[config.mk]
export PLATFORM = sky130hd
export DESIGN_NAME = frame_deframer_crc8
export DESIGN_NICKNAME = d
export VERILOG_FILES = /design/src/rtl/fdc8_pkg.sv /design/src/rtl/fdc8_parse.sv /design/src/rtl/fdc8_skid.sv /design/src/rtl/frame_deframer_crc8.sv
export VERILOG_INCLUDE_DIRS = /design/src /design/src/rtl
export SDC_FILE = /design/constraint.sdc
export NUM_CORES = 1
export LEC_CHECK = 0
export ABC_AREA = 1
export BUFFER_PORTS_ARGS = -buffer_cell sky130_fd_sc_hd__buf_2
export CORE_MARGIN = 2
export CORE_UTILIZATION = 50
export DETAILED_ROUTE_END_ITERATION = 10
export PLACE_DENSITY = 0.68
export SETUP_SLACK_MARGIN = 0.4
export SLEW_MARGIN = 25
export SYNTH_ARGS = -nofsm -noshare
export SYNTH_HDL_FRONTEND = slang
export SYNTH_SLANG_ARGS = --single-unit
export TNS_END_PERCENT = 30
[constraint.sdc]
create_clock -name i_clk -period 12.65 [get_ports i_clk]
set_clock_uncertainty 0.2 [all_clocks]
set_input_delay 3.795 -clock i_clk [delete_from_list [all_inputs] [get_ports i_clk]]
set_output_delay 3.795 -clock i_clk [all_outputs]
set_load 0.02 [all_outputs]
[src/rtl/frame_deframer_crc8_macros.svh]
// ----------------------------------------------------------------------------
// frame_deframer_crc8 assertion macros
// Shared concurrent assertion forms, clocked on i_clk and disabled in reset.
// ----------------------------------------------------------------------------
`ifndef FRAME_DEFRAMER_CRC8_MACROS_SVH
`define FRAME_DEFRAMER_CRC8_MACROS_SVH

`ifndef NO_ASSERTIONS
// Same-cycle implication
`define FDC8_ASSERT_IMP(lbl, ante, cons) \
    lbl: assert property (@(posedge i_clk) disable iff (!i_rst_n) (ante) |-> (cons)) \
        else $error("assertion failed");
// Next-cycle implication
`define FDC8_ASSERT_NXT(lbl, ante, cons) \
    lbl: assert property (@(posedge i_clk) disable iff (!i_rst_n) (ante) |=> (cons)) \
        else $error("assertion failed");
`else
`define FDC8_ASSERT_IMP(lbl, ante, cons)
`define FDC8_ASSERT_NXT(lbl, ante, cons)
`endif

`endif

[src/rtl/fdc8_pkg.sv]
// ----------------------------------------------------------------------------
// fdc8_pkg
// Types, constants and the CRC-8 step shared by the deframer modules.
// ----------------------------------------------------------------------------
package fdc8_pkg;

    localparam int HDR_BYTES = 16;
    localparam int HDR_IDX_W = $clog2(HDR_BYTES);
    localparam int POS_W     = 17;

    // Header byte offsets
    localparam int OFS_MAGIC = 0;
    localparam int OFS_FLAGS = 2;
    localparam int OFS_TS    = 4;
    localparam int OFS_SEQ   = 8;
    localparam int OFS_LEN   = 10;
    localparam int OFS_CRC   = 12;

    localparam logic [7:0] CRC_POLY_REFL = 8'hAB;

    // Configuration register indexes
    localparam logic [1:0] REG_MAGIC_CODE      = 2'd0;
    localparam logic [1:0] REG_CRC_FLAG_MASK   = 2'd1;
    localparam logic [1:0] REG_CRC_INITIAL     = 2'd2;
    localparam logic [1:0] REG_WIRE_BIG_ENDIAN = 2'd3;

    typedef struct packed {
        logic [15:0] magic_code;
        logic [15:0] crc_flag_mask;
        logic [7:0]  crc_initial;
        logic        wire_big_endian;
    } t_cfg;

    typedef struct packed {
        logic [15:0] frame_flags;
        logic [31:0] frame_timestamp;
        logic [15:0] frame_sequence;
        logic [15:0] frame_length;
        logic [7:0]  payload_byte;
        logic        bad_magic;
        logic        crc_error;
        logic        payload_valid;
        logic        frame_last;
    } t_result;

    // One byte through the reflected CRC-8 register
    function automatic logic [7:0] crc8_update(input logic [7:0] crc, input logic [7:0] b);
        logic [7:0] c;
        c = crc ^ b;
        for (int i = 0; i < 8; i++) begin
            c = c[0] ? ((c >> 1) ^ CRC_POLY_REFL) : (c >> 1);
        end
        return c;
    endfunction

endpackage

[src/rtl/fdc8_parse.sv]
// ----------------------------------------------------------------------------
// fdc8_parse
// Per-byte frame parser: header capture, field decode, CRC and end of frame.
// ----------------------------------------------------------------------------
`include "frame_deframer_crc8_macros.svh"

module fdc8_parse (
    input  logic              i_clk,
    input  logic              i_rst_n,
    input  fdc8_pkg::t_cfg    i_cfg,
    input  logic              i_acc,
    input  logic [7:0]        i_byte,
    input  logic              i_chunk_end,
    output logic              o_res_valid,
    output fdc8_pkg::t_result o_res
);

    logic [fdc8_pkg::POS_W-1:0] r_pos, n_pos;
    logic [7:0]                 r_crc, n_crc;
    logic                       r_discard, n_discard;
    logic [7:0]                 r_hdr [fdc8_pkg::HDR_BYTES];

    logic [15:0] w_magic, w_flags, w_seq, w_len;
    logic [31:0] w_ts;
    logic        w_in_hdr;
    logic        w_hdr_done;
    logic        w_crc_en;
    logic [7:0]  w_crc_upd;
    logic [fdc8_pkg::POS_W-1:0] w_pos_inc;
    logic [fdc8_pkg::POS_W-1:0] w_frame_end;

    // Decode header fields in the configured byte order
    always_comb begin
        if (i_cfg.wire_big_endian) begin
            w_magic = {r_hdr[fdc8_pkg::OFS_MAGIC], r_hdr[fdc8_pkg::OFS_MAGIC+1]};
            w_flags = {r_hdr[fdc8_pkg::OFS_FLAGS], r_hdr[fdc8_pkg::OFS_FLAGS+1]};
            w_ts    = {r_hdr[fdc8_pkg::OFS_TS],   r_hdr[fdc8_pkg::OFS_TS+1],
                       r_hdr[fdc8_pkg::OFS_TS+2], r_hdr[fdc8_pkg::OFS_TS+3]};
            w_seq   = {r_hdr[fdc8_pkg::OFS_SEQ], r_hdr[fdc8_pkg::OFS_SEQ+1]};
            w_len   = {r_hdr[fdc8_pkg::OFS_LEN], r_hdr[fdc8_pkg::OFS_LEN+1]};
        end else begin
            w_magic = {r_hdr[fdc8_pkg::OFS_MAGIC+1], r_hdr[fdc8_pkg::OFS_MAGIC]};
            w_flags = {r_hdr[fdc8_pkg::OFS_FLAGS+1], r_hdr[fdc8_pkg::OFS_FLAGS]};
            w_ts    = {r_hdr[fdc8_pkg::OFS_TS+3], r_hdr[fdc8_pkg::OFS_TS+2],
                       r_hdr[fdc8_pkg::OFS_TS+1], r_hdr[fdc8_pkg::OFS_TS]};
            w_seq   = {r_hdr[fdc8_pkg::OFS_SEQ+1], r_hdr[fdc8_pkg::OFS_SEQ]};
            w_len   = {r_hdr[fdc8_pkg::OFS_LEN+1], r_hdr[fdc8_pkg::OFS_LEN]};
        end
    end

    assign w_in_hdr    = (r_pos < fdc8_pkg::POS_W'(fdc8_pkg::HDR_BYTES));
    assign w_hdr_done  = (r_pos == fdc8_pkg::POS_W'(fdc8_pkg::HDR_BYTES - 1));
    assign w_crc_en    = ((w_flags & i_cfg.crc_flag_mask) != 16'd0);
    assign w_crc_upd   = fdc8_pkg::crc8_update(r_crc, i_byte);
    assign w_pos_inc   = r_pos + 1'b1;
    assign w_frame_end = fdc8_pkg::POS_W'(w_len) + fdc8_pkg::POS_W'(fdc8_pkg::HDR_BYTES);

    // Next state and result for one accepted byte
    always_comb begin
        n_pos       = r_pos;
        n_crc       = r_crc;
        n_discard   = r_discard;
        o_res_valid = 1'b0;
        o_res       = '0;
        o_res.frame_flags     = w_flags;
        o_res.frame_timestamp = w_ts;
        o_res.frame_sequence  = w_seq;
        o_res.frame_length    = w_len;
        if (i_acc) begin
            if (r_discard) begin
                // drop bytes up to the chunk end
                if (i_chunk_end) begin
                    n_discard = 1'b0;
                end
            end else if (w_in_hdr) begin
                n_pos = w_pos_inc;
                if (w_hdr_done) begin
                    if (w_magic != i_cfg.magic_code) begin
                        o_res_valid     = 1'b1;
                        o_res.bad_magic = 1'b1;
                        n_pos           = '0;
                        n_discard       = !i_chunk_end;
                    end else begin
                        n_crc = i_cfg.crc_initial;
                        if (w_len == 16'd0) begin
                            o_res_valid      = 1'b1;
                            o_res.frame_last = 1'b1;
                            o_res.crc_error  = w_crc_en &&
                                               (i_cfg.crc_initial != r_hdr[fdc8_pkg::OFS_CRC]);
                            n_pos            = '0;
                        end
                    end
                end
            end else begin
                // payload byte: pass on and advance the CRC
                n_crc               = w_crc_upd;
                n_pos               = w_pos_inc;
                o_res_valid         = 1'b1;
                o_res.payload_valid = 1'b1;
                o_res.payload_byte  = i_byte;
                if (w_pos_inc >= w_frame_end) begin
                    o_res.frame_last = 1'b1;
                    o_res.crc_error  = w_crc_en && (w_crc_upd != r_hdr[fdc8_pkg::OFS_CRC]);
                    n_pos            = '0;
                end
            end
        end
    end

    // Control state
    always_ff @(posedge i_clk) begin
        if (!i_rst_n) begin
            r_pos     <= '0;
            r_crc     <= '0;
            r_discard <= 1'b0;
        end else begin
            r_pos     <= n_pos;
            r_crc     <= n_crc;
            r_discard <= n_discard;
        end
    end

    // Capture header bytes
    always_ff @(posedge i_clk) begin
        if (i_acc && !r_discard && w_in_hdr) begin
            r_hdr[r_pos[fdc8_pkg::HDR_IDX_W-1:0]] <= i_byte;
        end
    end

    `FDC8_ASSERT_IMP(a_discard_silent, i_acc && r_discard, !o_res_valid)
    `FDC8_ASSERT_IMP(a_discard_at_start, r_discard, r_pos == '0)
    `FDC8_ASSERT_IMP(a_bad_magic_kind, o_res_valid && o_res.bad_magic,
                     !o_res.frame_last && !o_res.payload_valid && !o_res.crc_error)
    `FDC8_ASSERT_IMP(a_pos_in_frame, !w_in_hdr, r_pos < w_frame_end)

endmodule

[src/rtl/fdc8_skid.sv]
// ----------------------------------------------------------------------------
// fdc8_skid
// Output register with one skid entry so the parser keeps taking bytes
// while a result waits on the downstream side.
// ----------------------------------------------------------------------------
`include "frame_deframer_crc8_macros.svh"

module fdc8_skid (
    input  logic              i_clk,
    input  logic              i_rst_n,
    input  logic              i_push,
    input  fdc8_pkg::t_result i_res,
    output logic              o_space,
    output logic              o_valid,
    input  logic              i_ready,
    output fdc8_pkg::t_result o_res
);

    logic              r_out_valid, r_skid_valid;
    fdc8_pkg::t_result r_out, r_skid;
    logic              w_pop;

    assign w_pop   = r_out_valid && i_ready;
    assign o_space = !r_skid_valid;
    assign o_valid = r_out_valid;
    assign o_res   = r_out;

    // Valid flags
    always_ff @(posedge i_clk) begin
        if (!i_rst_n) begin
            r_out_valid  <= 1'b0;
            r_skid_valid <= 1'b0;
        end else if (w_pop) begin
            if (r_skid_valid) begin
                r_skid_valid <= 1'b0;
            end else begin
                r_out_valid <= i_push;
            end
        end else if (i_push) begin
            if (r_out_valid) begin
                r_skid_valid <= 1'b1;
            end else begin
                r_out_valid <= 1'b1;
            end
        end
    end

    // Payload, no reset
    always_ff @(posedge i_clk) begin
        if (w_pop) begin
            if (r_skid_valid) begin
                r_out <= r_skid;
            end else if (i_push) begin
                r_out <= i_res;
            end
        end else if (i_push) begin
            if (r_out_valid) begin
                r_skid <= i_res;
            end else begin
                r_out <= i_res;
            end
        end
    end

    `FDC8_ASSERT_IMP(a_skid_behind_out, r_skid_valid, r_out_valid)
    `FDC8_ASSERT_NXT(a_skid_drains, r_skid_valid && w_pop, r_out_valid && !r_skid_valid)

endmodule

[src/rtl/frame_deframer_crc8.sv]
// ----------------------------------------------------------------------------
// frame_deframer_crc8
// Byte-serial deframer for magic/length frames with a payload CRC-8 check.
// ----------------------------------------------------------------------------
// Usage:
//   s_* carries one received byte per transaction, s_tlast marks the last
//   byte of a received chunk. Frames are a 16-byte header and a payload.
//   m_* carries one result per payload byte, one per zero-length frame and
//   one per header with a wrong magic; m_tlast marks the end of a frame.
//   i_cfg_* writes the registers (magic, CRC flag mask, CRC seed, byte
//   order) while no frame is in flight; o_cfg_ready is always high.
// Throughput: one byte per cycle while s_tready is high; the byte parser and CRC-8
//   step update in the same cycle the byte is taken.
// Output: each result is registered, in the output register or the skid entry.
// Stall: a one-entry skid behind the output register absorbs one result;
//   s_tready drops only while both hold data.
// Reset: parser returns to the frame start, discard mode clears, output
//   empties and the registers take their reset values.
// ----------------------------------------------------------------------------
module frame_deframer_crc8 (
    input  logic        i_clk,
    input  logic        i_rst_n,
    // byte stream in
    input  logic        s_tvalid,
    output logic        s_tready,
    input  logic [7:0]  s_tdata,   // [7:0] data_byte
    input  logic        s_tlast,   // chunk_end
    // results out
    output logic        m_tvalid,
    input  logic        m_tready,
    output logic [87:0] m_tdata,   // [7:0] payload_byte, [23:8] frame_length,
                                   // [39:24] frame_sequence, [71:40] frame_timestamp,
                                   // [87:72] frame_flags
    output logic        m_tlast,   // frame_last
    output logic [2:0]  m_tuser,   // [0] payload_valid, [1] crc_error, [2] bad_magic
    // configuration writes
    input  logic        i_cfg_valid,
    output logic        o_cfg_ready,
    input  logic [1:0]  i_cfg_index,
    input  logic [15:0] i_cfg_data
);

    fdc8_pkg::t_cfg    r_cfg;
    fdc8_pkg::t_result w_res, w_out;
    logic              w_res_valid;
    logic              w_space;
    logic              w_acc;

    assign o_cfg_ready = 1'b1;
    assign s_tready    = w_space;
    assign w_acc       = s_tvalid && w_space;

    // Configuration registers
    always_ff @(posedge i_clk) begin
        if (!i_rst_n) begin
            r_cfg.magic_code      <= 16'd0;
            r_cfg.crc_flag_mask   <= 16'd1;
            r_cfg.crc_initial     <= 8'd0;
            r_cfg.wire_big_endian <= 1'b1;
        end else if (i_cfg_valid) begin
            unique case (i_cfg_index)
                fdc8_pkg::REG_MAGIC_CODE:      r_cfg.magic_code      <= i_cfg_data;
                fdc8_pkg::REG_CRC_FLAG_MASK:   r_cfg.crc_flag_mask   <= i_cfg_data;
                fdc8_pkg::REG_CRC_INITIAL:     r_cfg.crc_initial     <= i_cfg_data[7:0];
                fdc8_pkg::REG_WIRE_BIG_ENDIAN: r_cfg.wire_big_endian <= i_cfg_data[0];
                default: ;
            endcase
        end
    end

    fdc8_parse u_parse (
        .i_clk       (i_clk),
        .i_rst_n     (i_rst_n),
        .i_cfg       (r_cfg),
        .i_acc       (w_acc),
        .i_byte      (s_tdata),
        .i_chunk_end (s_tlast),
        .o_res_valid (w_res_valid),
        .o_res       (w_res)
    );

    fdc8_skid u_skid (
        .i_clk   (i_clk),
        .i_rst_n (i_rst_n),
        .i_push  (w_res_valid),
        .i_res   (w_res),
        .o_space (w_space),
        .o_valid (m_tvalid),
        .i_ready (m_tready),
        .o_res   (w_out)
    );

    // Pack the result onto the stream
    assign m_tdata = {w_out.frame_flags, w_out.frame_timestamp, w_out.frame_sequence,
                      w_out.frame_length, w_out.payload_byte};
    assign m_tlast = w_out.frame_last;
    assign m_tuser = {w_out.bad_magic, w_out.crc_error, w_out.payload_valid};

endmodule
==> impl_metrics.env <==
export IMPL_grt_max_degree=124
export IMPL_synth_xor_xnor_area_share=0.03131
export IMPL_layout_drive_gt1_share=0.1304
export IMPL_cts_sinks=357
export IMPL_worstSetupPathType="input port to flip-flop"
export IMPL_muxShareOfSynthArea=0
export IMPL_min_period_over_period=0.5697
export IMPL_fmax_mhz=138.7
export IMPL_fp_dieH_um=182.3
export IMPL_syn_inst=1618
export IMPL_cp_arrival_ns=7.14
export IMPL_ys_ff_latch=357
export IMPL_n_antenna_cell=0
export IMPL_critPathMaxFanout=69
export IMPL_hpwl_um=23680
export IMPL_cts_resized=0
export IMPL_cap_violations=0
export IMPL_grt_pass1_wl_um=55350
export IMPL_yosys_most_used_dff="edfxtp_1"
export IMPL_track_usage=0.2125
export IMPL_firstDrtPassIters=5
export IMPL_status="finished clean"
export IMPL_postCtsSetupRepairBufs=0
export IMPL_worst_hold_path_type="flip-flop to flip-flop"
export IMPL_hold_violations=0
export IMPL_cts_made_buffers=38
export IMPL_num_rows=65
export IMPL_cts_root_buf="clkbuf_16"
export IMPL_drt_total_wl_um=35700
export IMPL_synth_avg_cell_area_um2=9.829
export IMPL_worstSetupEndpointType="flip-flop"
export IMPL_num_vias=11370
export IMPL_wire_per_inst_um=16.48
export IMPL_leakagePower_nw=7.364
export IMPL_maxSlewHeadroom=0.3572
export IMPL_synth_simple_area_share=0.1838
export IMPL_viasPerCell=5.249
export IMPL_fin_crit_ns=7.207
export IMPL_multi_input_area_mm2=0.005015
export IMPL_die_area_mm2=0.03325
export IMPL_drt_antenna_violating_nets=0
export IMPL_total_power_w=0.002476
export IMPL_maxSlewViolCount=0
export IMPL_regArea_mm2=0.01003
export IMPL_fin_tns_setup_ns=0
export IMPL_postCtsHoldBufs=0
export IMPL_irDropWorstVdd_mv=0.09651
export IMPL_worstSkewPairLatency_ns=0.52
export IMPL_ys_seq_area_frac=0.6306
export IMPL_tightest_slew_ns=0.9606
export IMPL_syn_cell_area_mm2=0.01590
export IMPL_die_x_um=182.3
export IMPL_drcViolationCount=0
export IMPL_finalSetupViolations=0
export IMPL_critPathLaunchType="input port"
export IMPL_ys_async_sr_fraction=0
export IMPL_netlist_cell_type_count=45
export IMPL_initial_utilization=0.5053
export IMPL_fin_nets=1791
export IMPL_syn_nets=1672
export IMPL_port_buffers=125
export IMPL_clk_pin_slew_worst_paths_ns=0.06
export IMPL_synth_compound_gate_area_share=0.08143
export IMPL_rsz0062_at_grt="false"
export IMPL_io_pins=127
export IMPL_synthAdderAreaFrac=0.01731
export IMPL_area_growth_synth_to_final_pct=13.59
export IMPL_grt_ovfl_total=0
export IMPL_worstPathRequired_ns=12.58
export IMPL_fp_coreArea_mm2=0.03147
export IMPL_ctsLongestPathBuffers=3
export IMPL_cellPowerDensity_mw_per_mm2=137.0
export IMPL_antenna_found_initial=0
export IMPL_gp_congestion=0.9018
export IMPL_nFillCells=2699
export IMPL_ctsHtreeMaxLevel=2
export IMPL_cts_tree="yes"
export IMPL_grt_pass1_vias=10600
export IMPL_yosys_warnings=0
export IMPL_synth_enable_flop_cells=288
export IMPL_synth_top_family_by_area="simple AND/OR/NAND/NOR gates"
export IMPL_drt_initial_drc_count=904
==> power breakdown <==
group / internal [W] / switching [W]
clock: 0.000597 / 0.000444
combinational: 0.0000454 / 0.000104
sequential: 0.00128 / 0.00000960
total: 0.00192 / 0.000558
==> worst paths after layout <==
path | from | endpoint | slack [ns] | depth (start not counted)
hold reg to reg | r_cfg[11] | r_cfg[11] | 0.26 | 2
setup / recovery | s_tvalid | u_skid.r_skid[11] | 5.44 | 10
setup reg to reg | r_cfg[0] | u_skid.r_skid[11] | 7.74 | 14
hold / removal | r_cfg[11] | r_cfg[11] | 0.26 | 2
==> worst max-delay path, cell delays in order <==
cell and delay (ns):
buf_2 0.08, nand2_1 0.09, nor2_1 0.18, inv_1 0.37, nor2_1 0.40, inv_1 0.32, o21ai_1 0.26, nand2_1 0.15
nor2_4 0.57, buf_4 0.81
==> final cells by class <==
class | count | share of cell area
clock inverters | 18 | 0.006995
inverters | 164 | 0.03414
well taps | 402 | 0.02784
multi-input cells | 1039 | 0.2776
flip-flops and latches | 357 | 0.5554
clock buffers | 49 | 0.05714
repair buffers | 137 | 0.04093
==> synthesized netlist by cell type (5+ instances only) <==
| library cell | n | area [µm²] |
|---|---|---|
| buf_2 | 7 | 35.03 |
| nand2_1 | 477 | 1790 |
| o21ai_1 | 7 | 35.03 |
| inv_2 | 5 | 18.77 |
| nand3b_1 | 5 | 37.54 |
| clkbuf_1 | 41 | 153.9 |
| nand4_1 | 13 | 81.33 |
| dfxtp_1 | 69 | 1381 |
| nand3_1 | 39 | 195.2 |
| inv_1 | 156 | 585.6 |
| edfxtp_1 | 288 | 8648 |
| nor4_1 | 9 | 56.30 |
| nand2_2 | 14 | 87.58 |
| nor3_1 | 11 | 55.05 |
| xor2_1 | 41 | 359.1 |
| xnor2_1 | 14 | 122.6 |
| o21ai_0 | 138 | 690.7 |
| a21oi_1 | 79 | 395.4 |
| ha_1 | 22 | 275.3 |
| nor2_1 | 138 | 518.0 |
==> layer usage <==
metal,vias to the layer above,part of all wire,track usage
met2,375,0.45,0.3421
met3,62,0.070,0.03492
li1,5614,-,-
met4,0,0.024,0.06355
met1,5318,0.45,0.2990
met5,-,0,0
==> cell families (layout without fill, tap and decap cells) <==
kind of cell    Yosys count  count (layout)
simple gates            716             716
flops                   357             357
compound gates          244             244
buf+inv                 222             368
xor+xnor                 56              56
fa+ha+maj                22              22
other cells               1               1
==> cell usage in the layout, fill, tap and decap left out, drive strengths merged, types with 5 or more instances in the layout <==
| master | n |
|---|---|
| nand3b | 5 |
| edfxtp | 288 |
| dfxtp | 69 |
| nor2 | 141 |
| o21a | 6 |
| ha | 22 |
| nor3 | 13 |
| nor4 | 9 |
| nand2 | 491 |
| a21oi | 80 |
| xnor2 | 14 |
| xor2 | 42 |
| clkbuf | 49 |
| buf | 137 |
| clkinv | 18 |
| nand4 | 13 |
| nand3 | 42 |
| o21ai | 148 |
| inv | 161 |
==> stage by stage <==
stage                     setup WS [ns]  cell area (µm²)  std cells  hold WS [ns]    util
after floorplan                   3.338            15900       1618        0.2292       -
after global placement            5.052            16870       2098        0.2452  0.5360
after detailed placement          4.924            16880       2098        0.2524  0.5362
after CTS                         5.426            18030       2165        0.2596  0.5730
after global routing              5.026            18070       2166        0.2799  0.5740
final                             5.443            18070       2166        0.2602  0.5740
==> state kept, by name (all words and copies together) (netlist names) <==
signal,count
u_parse.r_hdr,104
u_skid.o_res,92
u_skid.r_skid,92
r_cfg,41
u_parse.r_pos,17
u_parse.r_crc,8
u_parse.r_discard,1
u_skid.o_valid,1
u_skid.r_skid_valid,1
(Power assumes the default switching activity.)
